### src/hdl/mpab_pkg.sv
// mpab_pkg: shared types and constants of the multi-pattern automaton builder
// field widths, request opcodes, result status codes, sequencer step codes
// no dependencies
package mpab_pkg;

    localparam int OPCODE_W = 2;
    localparam int BYTE_W   = 8;
    localparam int QSTATE_W = 8;
    localparam int STATUS_W = 2;
    localparam int GSTATE_W = 8;
    localparam int FSTATE_W = 8;
    localparam int MASK_W   = 16;
    localparam int COUNT_W  = 9;

    localparam logic [OPCODE_W-1:0] OP_CLEAR = 2'd0;
    localparam logic [OPCODE_W-1:0] OP_LOAD  = 2'd1;
    localparam logic [OPCODE_W-1:0] OP_BUILD = 2'd2;
    localparam logic [OPCODE_W-1:0] OP_QUERY = 2'd3;

    localparam logic [STATUS_W-1:0] ST_OK            = 2'd0;
    localparam logic [STATUS_W-1:0] ST_STATES_FULL   = 2'd1;
    localparam logic [STATUS_W-1:0] ST_KEYWORDS_FULL = 2'd2;
    localparam logic [STATUS_W-1:0] ST_NOT_BUILT     = 2'd3;

    localparam int STEP_W = 5;
    localparam logic [STEP_W-1:0] S_SWEEP     = 5'd0;
    localparam logic [STEP_W-1:0] S_IDLE      = 5'd1;
    localparam logic [STEP_W-1:0] S_LD_RD     = 5'd2;
    localparam logic [STEP_W-1:0] S_LD_EV     = 5'd3;
    localparam logic [STEP_W-1:0] S_LD_ORD    = 5'd4;
    localparam logic [STEP_W-1:0] S_LD_OWR    = 5'd5;
    localparam logic [STEP_W-1:0] S_Q_RD      = 5'd6;
    localparam logic [STEP_W-1:0] S_Q_EV      = 5'd7;
    localparam logic [STEP_W-1:0] S_B_OWN0_RD = 5'd8;
    localparam logic [STEP_W-1:0] S_B_OWN0_WR = 5'd9;
    localparam logic [STEP_W-1:0] S_B_R_RD    = 5'd10;
    localparam logic [STEP_W-1:0] S_B_R_EV    = 5'd11;
    localparam logic [STEP_W-1:0] S_B_R_WR    = 5'd12;
    localparam logic [STEP_W-1:0] S_B_Q       = 5'd13;
    localparam logic [STEP_W-1:0] S_B_S       = 5'd14;
    localparam logic [STEP_W-1:0] S_B_SF      = 5'd15;
    localparam logic [STEP_W-1:0] S_B_C_RD    = 5'd16;
    localparam logic [STEP_W-1:0] S_B_C_EV    = 5'd17;
    localparam logic [STEP_W-1:0] S_B_W_RD    = 5'd18;
    localparam logic [STEP_W-1:0] S_B_W_EV    = 5'd19;
    localparam logic [STEP_W-1:0] S_B_M_WR    = 5'd20;
    localparam logic [STEP_W-1:0] S_EMIT      = 5'd21;

    typedef struct packed {
        logic [STEP_W-1:0] step;
        logic              accept;
        logic              out_load;
    } cmd_t;

    typedef struct packed {
        logic sweep_last;
        logic kw_full;
        logic discarding;
        logic e_zero;
        logic e_ge2;
        logic root_enq;
        logic ld_record;
        logic c_last;
        logic head_lt_tail;
    } sts_t;

endpackage

### src/hdl/mpab_ctrl.sv
// mpab_ctrl: sequencer for clear sweep, load, query and build steps
// depends on mpab_pkg; drives mpab_dp through cmd_t, reads sts_t
module mpab_ctrl (
    input  logic                          clk,
    input  logic                          rst_n,
    input  logic                          in_valid,
    input  logic [mpab_pkg::OPCODE_W-1:0] in_opcode,
    output logic                          in_ready,
    output logic                          out_valid,
    input  logic                          out_ready,
    output mpab_pkg::cmd_t                cmd,
    input  mpab_pkg::sts_t                sts
);

    logic [mpab_pkg::STEP_W-1:0] state_reg;
    logic [mpab_pkg::STEP_W-1:0] state_next;
    logic                        clear_pending_reg;
    logic                        clear_pending_next;
    logic                        out_valid_reg;
    logic                        out_valid_next;
    logic                        accept;
    logic                        out_load;

    assign in_ready  = (state_reg == mpab_pkg::S_IDLE);
    assign accept    = in_valid && in_ready;
    assign out_load  = (state_reg == mpab_pkg::S_EMIT) && (!out_valid_reg || out_ready);
    assign out_valid = out_valid_reg;

    assign cmd.step     = state_reg;
    assign cmd.accept   = accept;
    assign cmd.out_load = out_load;

    always_comb
    begin
        state_next         = state_reg;
        clear_pending_next = clear_pending_reg;
        out_valid_next     = out_load ? 1'b1 : (out_ready ? 1'b0 : out_valid_reg);
        case (state_reg)
            mpab_pkg::S_SWEEP:
            begin
                if (sts.sweep_last)
                begin
                    state_next         = clear_pending_reg ? mpab_pkg::S_EMIT
                                                           : mpab_pkg::S_IDLE;
                    clear_pending_next = 1'b0;
                end
            end
            mpab_pkg::S_IDLE:
            begin
                if (accept)
                begin
                    case (in_opcode)
                        mpab_pkg::OP_CLEAR:
                        begin
                            state_next         = mpab_pkg::S_SWEEP;
                            clear_pending_next = 1'b1;
                        end
                        mpab_pkg::OP_LOAD:
                        begin
                            if (sts.kw_full || sts.discarding)
                                state_next = mpab_pkg::S_EMIT;
                            else
                                state_next = mpab_pkg::S_LD_RD;
                        end
                        mpab_pkg::OP_BUILD: state_next = mpab_pkg::S_B_OWN0_RD;
                        mpab_pkg::OP_QUERY: state_next = mpab_pkg::S_Q_RD;
                        default:            state_next = mpab_pkg::S_IDLE;
                    endcase
                end
            end
            mpab_pkg::S_LD_RD:  state_next = mpab_pkg::S_LD_EV;
            mpab_pkg::S_LD_EV:
                state_next = sts.ld_record ? mpab_pkg::S_LD_ORD : mpab_pkg::S_EMIT;
            mpab_pkg::S_LD_ORD: state_next = mpab_pkg::S_LD_OWR;
            mpab_pkg::S_LD_OWR: state_next = mpab_pkg::S_EMIT;
            mpab_pkg::S_Q_RD:   state_next = mpab_pkg::S_Q_EV;
            mpab_pkg::S_Q_EV:   state_next = mpab_pkg::S_EMIT;
            mpab_pkg::S_B_OWN0_RD: state_next = mpab_pkg::S_B_OWN0_WR;
            mpab_pkg::S_B_OWN0_WR: state_next = mpab_pkg::S_B_R_RD;
            mpab_pkg::S_B_R_RD:    state_next = mpab_pkg::S_B_R_EV;
            mpab_pkg::S_B_R_EV:
            begin
                if (sts.root_enq)
                    state_next = mpab_pkg::S_B_R_WR;
                else
                    state_next = sts.c_last ? mpab_pkg::S_B_Q : mpab_pkg::S_B_R_RD;
            end
            mpab_pkg::S_B_R_WR:
                state_next = sts.c_last ? mpab_pkg::S_B_Q : mpab_pkg::S_B_R_RD;
            mpab_pkg::S_B_Q:
                state_next = sts.head_lt_tail ? mpab_pkg::S_B_S : mpab_pkg::S_EMIT;
            mpab_pkg::S_B_S:    state_next = mpab_pkg::S_B_SF;
            mpab_pkg::S_B_SF:   state_next = mpab_pkg::S_B_C_RD;
            mpab_pkg::S_B_C_RD: state_next = mpab_pkg::S_B_C_EV;
            mpab_pkg::S_B_C_EV:
            begin
                if (sts.e_zero)
                    state_next = sts.c_last ? mpab_pkg::S_B_Q : mpab_pkg::S_B_C_RD;
                else
                    state_next = mpab_pkg::S_B_W_RD;
            end
            mpab_pkg::S_B_W_RD: state_next = mpab_pkg::S_B_W_EV;
            mpab_pkg::S_B_W_EV:
                state_next = sts.e_zero ? mpab_pkg::S_B_W_RD : mpab_pkg::S_B_M_WR;
            mpab_pkg::S_B_M_WR:
                state_next = sts.c_last ? mpab_pkg::S_B_Q : mpab_pkg::S_B_C_RD;
            mpab_pkg::S_EMIT:
            begin
                if (out_load)
                    state_next = mpab_pkg::S_IDLE;
            end
            default: state_next = mpab_pkg::S_IDLE;
        endcase
    end

    always_ff @(posedge clk or negedge rst_n)
    begin
        if (!rst_n)
        begin
            state_reg         <= mpab_pkg::S_SWEEP;
            clear_pending_reg <= 1'b0;
            out_valid_reg     <= 1'b0;
        end
        else
        begin
            state_reg         <= state_next;
            clear_pending_reg <= clear_pending_next;
            out_valid_reg     <= out_valid_next;
        end
    end

    a_clear_sweeps: assert property (@(posedge clk) disable iff (!rst_n)
        accept && (in_opcode == mpab_pkg::OP_CLEAR) |=>
            (state_reg == mpab_pkg::S_SWEEP) && clear_pending_reg)
        else $error("clear request did not start the sweep");

endmodule

### config.mk
export PLATFORM = sky130hd
export DESIGN_NAME = mpab_ctrl
export DESIGN_NICKNAME = d
export VERILOG_FILES = /design/src/hdl/mpab_pkg.sv /design/src/hdl/mpab_ctrl.sv
export SDC_FILE = /design/constraint.sdc
export NUM_CORES = 1
export LEC_CHECK = 0
export ABC_AREA = 0
export BUFFER_PORTS_ARGS = -buffer_cell sky130_fd_sc_hd__buf_4
export CAP_MARGIN = 20
export CORE_ASPECT_RATIO = 1.25
export CORE_MARGIN = 4
export CORE_UTILIZATION = 46
export DETAILED_ROUTE_END_ITERATION = 6
export PLACE_DENSITY = 0.75
export SETUP_SLACK_MARGIN = 0.4
export SLEW_MARGIN = 0
export SYNTH_ARGS = -nofsm -noshare
export SYNTH_HDL_FRONTEND = slang
export SYNTH_SLANG_ARGS = --single-unit
### constraint.sdc
create_clock -name clk -period 1.7 [get_ports clk]
set_clock_uncertainty 0.2 [all_clocks]
set_input_delay 0.17 -clock clk [delete_from_list [all_inputs] [get_ports clk]]
set_output_delay 0.17 -clock clk [all_outputs]
set_load 0.05 [all_outputs]
==> results.cfg, run 1 <==
[logic_synthesis]
async_flop_share_pct = 100
synth_nets = 127
syn_area_um2 = 835
syn_inst = 112
yosysUniqueCellTypes = 44
avgSynthCellArea_um2 = 7.45
synthTopCellsByArea = dfrtp_1 (21%), nor2_1 (5.8%), nor2b_1 (4.5%), a21oi_1 (4.2%), buf_2 (3.6%)
synth-seq-cells = 7
ys_seq_area_share_pct = 21.0
synth_area_leader_cell = dfrtp_1
synth_edf_count = 0
synth_top_area_share_pct = 21.0
synth_warnings = 0
synth_flop_cell = dfrtp_1

[clock_tree]
root_buffer = clkbuf_4
htreeDepth = 1
numClockSinks = 7
cts_buffer_depth = 2
numCtsBuffers = 3

[place]
gp_congestion = 0.893
hpwl_um = 2210
numPortBuffers = 22
dp_cells = 168

[floorplan]
fp.dieH_um = 55.6
rows = 16
initial_utilization_pct = 50.8
die_w_um = 46.1
ios = 24

[run_status]
stop_stage = 5_1_grt
error = [ERROR DPL-0038] Utilization greater than 100%, impossible to legalize
status = did not finish

[grt]
grt_max_degree = 12

[sta]
crit_endpoint = cmd[1]
worst_endpoint_kind = primary output
## kinds of logic after synthesis
group | Yosys count | share of synthesized area [%]
mux | 1 | 1.20
xor+xnor | 1 | 1.05
simple gates | 50 | 33.0
flops | 7 | 21.0
compound gates | 38 | 33.4
buf+inv | 15 | 10.3
## metrics by stage
step	utilization (%)	hold WS [ps]	area, um2	worst slack (ps)
2_1_floorplan	-	-326	868	-290
3_3_place_gp	72.5	-218	1190	-149
3_5_place_dp	72.5	-217	1190	-184
4_1_cts	95.4	39.0	1570	-237
## Yosys cell counts, types with 3 or more instances
| master | n |
|---|---|
| a21oi_1 | 7 |
| a31oi_1 | 4 |
| buf_2 | 6 |
| dfrtp_1 | 7 |
| inv_1 | 3 |
| nand2_1 | 8 |
| nand2b_1 | 4 |
| nand3_1 | 3 |
| nand4_1 | 4 |
| nor2_1 | 13 |
| nor2b_1 | 6 |
| o21ai_0 | 3 |
## timing repair
action,CTS
pin swaps,13
hold buffers,1
cloned,1
gates resized for setup,48
endpoints found under the hold margin,7
buffers inserted,21
endpoints found under the setup margin,15
==> run 2: changes to the inputs <==
--- a/config.mk
+++ b/config.mk
@@ -8,12 +8,10 @@
 export ABC_AREA = 0
 export BUFFER_PORTS_ARGS = -buffer_cell sky130_fd_sc_hd__buf_4
 export CAP_MARGIN = 20
-export CORE_ASPECT_RATIO = 1.25
-export CORE_MARGIN = 4
-export CORE_UTILIZATION = 46
+export CORE_AREA = 4 4 65 67
 export DETAILED_ROUTE_END_ITERATION = 6
-export PLACE_DENSITY = 0.75
-export SETUP_SLACK_MARGIN = 0.4
+export DIE_AREA = 0 0 69 71
+export PLACE_DENSITY_LB_ADDON = 0.15
 export SLEW_MARGIN = 0
 export SYNTH_ARGS = -nofsm -noshare
 export SYNTH_HDL_FRONTEND = slang
==> constraint.sdc (replaced) <==
create_clock -name clk -period 2.2 [get_ports clk]
set_clock_uncertainty 0.2 [all_clocks]
set_input_delay 0.22 -clock clk [delete_from_list [all_inputs] [get_ports clk]]
set_output_delay 0.22 -clock clk [all_outputs]
set_load 0.05 [all_outputs]
==> results.cfg, run 2 <==
[logic_synthesis]
synth_edf_count = 0
synth-seq-cells = 7
yosysUniqueCellTypes = 44
syn_area_um2 = 835
syn_inst = 112
synth_warnings = 0
synth_area_leader_cell = dfrtp_1
yosys.cell_count.top_type = nor2_1
synth_flop_cell = dfrtp_1
ys_seq_area_share_pct = 21.0
synthTopCellsByCount = nor2_1 (13), nand2_1 (8), a21oi_1 (7), dfrtp_1 (7)
synth_nets = 127
avgSynthCellArea_um2 = 7.45
async_flop_share_pct = 100
synthTopCellsByArea = dfrtp_1 (21%), nor2_1 (5.8%), nor2b_1 (4.5%), a21oi_1 (4.2%), buf_2 (3.6%)
synth_top_area_share_pct = 21.0

[layout]
final_common_cell = buf_4
final_layout_size_suffix_gt1_share_pct = 32.6
largest_reg_flops = 5
postLayoutCellArea_um2 = 1170
syn2layout_area_growth_pct = 40.2
final_cells = 189
antennaDiodeCount = 0
final_cell_mix = buf_4 (35), nor2_1 (13), nand2_1 (8)
nets = 157
fillers = 406

[floorplan]
initial_utilization_pct = 23.0
die-area_um2 = 4900
rows = 22
ios = 24
core_area_um2 = 3630
fp.dieH_um = 71
die_w_um = 69

[clock_tree]
cts_tree = done
cts_buffer_depth = 2
numClockSinks = 7
clk-insertion-delay-late_ps = 220
root_buffer = clkbuf_8
numCtsBuffers = 3
clkTransAtPathRegs_ps = 40
htreeDepth = 1

[grt]
grt_max_degree = 16
grt_usage_pct = 11.4
grt_pass1_wl_um = 4620
antenna_found_initial = 0
grt_pass1_vias = 973
overflow = 0

[run_status]
status = finished clean

[sta]
setup_violations = 0
slew-limit-headroom_pct = 68.4
min_period_ps = 2060
final.period_utilization_pct = 93.8
final.setup.tns_ps = 0
final_hold_viol_count = 0
slew_viol_final = 0
fmax_ghz = 0.484
worst_pin_slew_ps = 473
rsz0062_at_grt = false

[power]
p_int_uw = 889
power_leakage_uw = 0.000512
pwr-share-clk_pct = 10.0
p_per_area_nw_per_um2 = 1530
pwr-share-seq_pct = 14.4
p_comb_share_pct = 75.6
sw_frac_of_total_pct = 50.3
irDropWorstVdd_mv = 0.728
power_switching_uw = 901

[worst_setup_path]
worstSetupEndpointType = output pin
critical_path.most_common_cell = buf_4
crit_path_cell_trace = or3_4 > nor2_8 > buf_4 > and2_1 > buf_4
r2r_slack_ps = 160
startpoint_type = flip-flop
cp_max_fo = 7
slowest_delay_ps = 450
critPathKind = flip-flop to output pin
critPathTopFamily = simple AND/OR/NAND/NOR gates
cp_slowest_cell = dfrtp_1
cp_num_buf_inv = 2
worst_ep_arrival_time_ps = 1640
worstPathRequired_ps = 1780

[routing]
vias = 956
wire_per_inst_um = 14.9
drc_errors = 0
wirelength_um = 2820
first_iter_violations = 81
vias_per_cell = 5.06
firstDrtPassIters = 4
antenna_left = 0

[place]
placed_area_um2 = 1100
gp_congestion = 0.828
dp_cells = 184
numPortBuffers = 22
hpwl_um = 2190

[hold_path]
hold_path_class = input pin to flip-flop

[run]
maxCapViolations = 0
[run 2: cell counts after synthesis]
Identical to the previous run, type by type.
[run 2: cell type report]
cell class	instances	area [um2]	area share, %
multi-input cells	90	584	49.9
inverters	3	11.3	0.963
flip-flops and latches	7	176	15.1
repair buffers	37	293	25.0
clock buffers	4	45.0	3.85
well taps	48	60.1	5.13
[run 2: kinds of logic after synthesis]
| group | synth area share, % |
|---|---|
| and+or+nand+nor | 33.0 |
| buffers and inverters | 10.3 |
| muxes | 1.20 |
| AOI/OAI and AO/OA | 33.4 |
| DFF | 21.0 |
| xor gates and xnor gates | 1.05 |
[run 2: path summary, 6_finish.rpt]
path	to	from	cells after the start
setup / recovery	cmd[1]	state_reg[4]$_DFFE_PN0P_	5
hold / removal	clear_pending_reg$_DFFE_PN0P_	in_valid	3
setup reg to reg	state_reg[2]$_DFFE_PN0P_	state_reg[0]$_DFFE_PN0P_	6
hold reg to reg	clear_pending_reg$_DFFE_PN0P_	clear_pending_reg$_DFFE_PN0P_	2
max in group asynchronous	state_reg[1]$_DFFE_PN0P_	rst_n	2
min in group asynchronous	state_reg[2]$_DFFE_PN0P_	rst_n	2
[run 2: stage by stage]
stage                     power [uW]  hold slack (ps)  utilization (%)  setup WS [ps]
after floorplan                 1140             -276                -           38.2
after global placement          1580             -163             30.3           12.1
after detailed placement        1580             -159             30.3            105
after CTS                       1770             99.4             31.9           8.10
after global routing            1930              106             32.2           25.0
final                           1790             95.0             32.2            136
[run 2: metal layers]
metal  global-route usage (%)  routed length (um)  vias to the layer above
met5                        0                   0                        -
met4                     5.64                  72                        0
met3                     1.42                 109                        7
met2                     17.8                1310                       32
met1                     15.5                1330                      442
li1                         -                   -                      475
[run 2: worst register-to-register path, cell delays in order (launching register included)]
cell       delay [ps]
dfrtp_1           520
nor2_1            150
a21oi_1           190
o22ai_1           100
a2111oi_1         510
buf_4             190
o21ai_0            60
[run 2: what timing repair did]
item,CTS,global route
resized for setup,0,4
endpoints found under the setup margin,0,3
hold buffers,1,0
endpoints found under the hold margin,7,0
setup buffers,0,0
[run 2: power by group through the flow]
stage / sequential [uW] / combinational (uW) / clock [uW]
2_1_floorplan: 351 / 789 / 0
3_3_place_gp: 258 / 1320 / 0
3_5_place_dp: 256 / 1320 / 0
4_1_cts: 255 / 1330 / 183
5_1_grt: 269 / 1470 / 191
6_report: 258 / 1350 / 179
No activity file was read; power rests on OpenSTA's default activity.
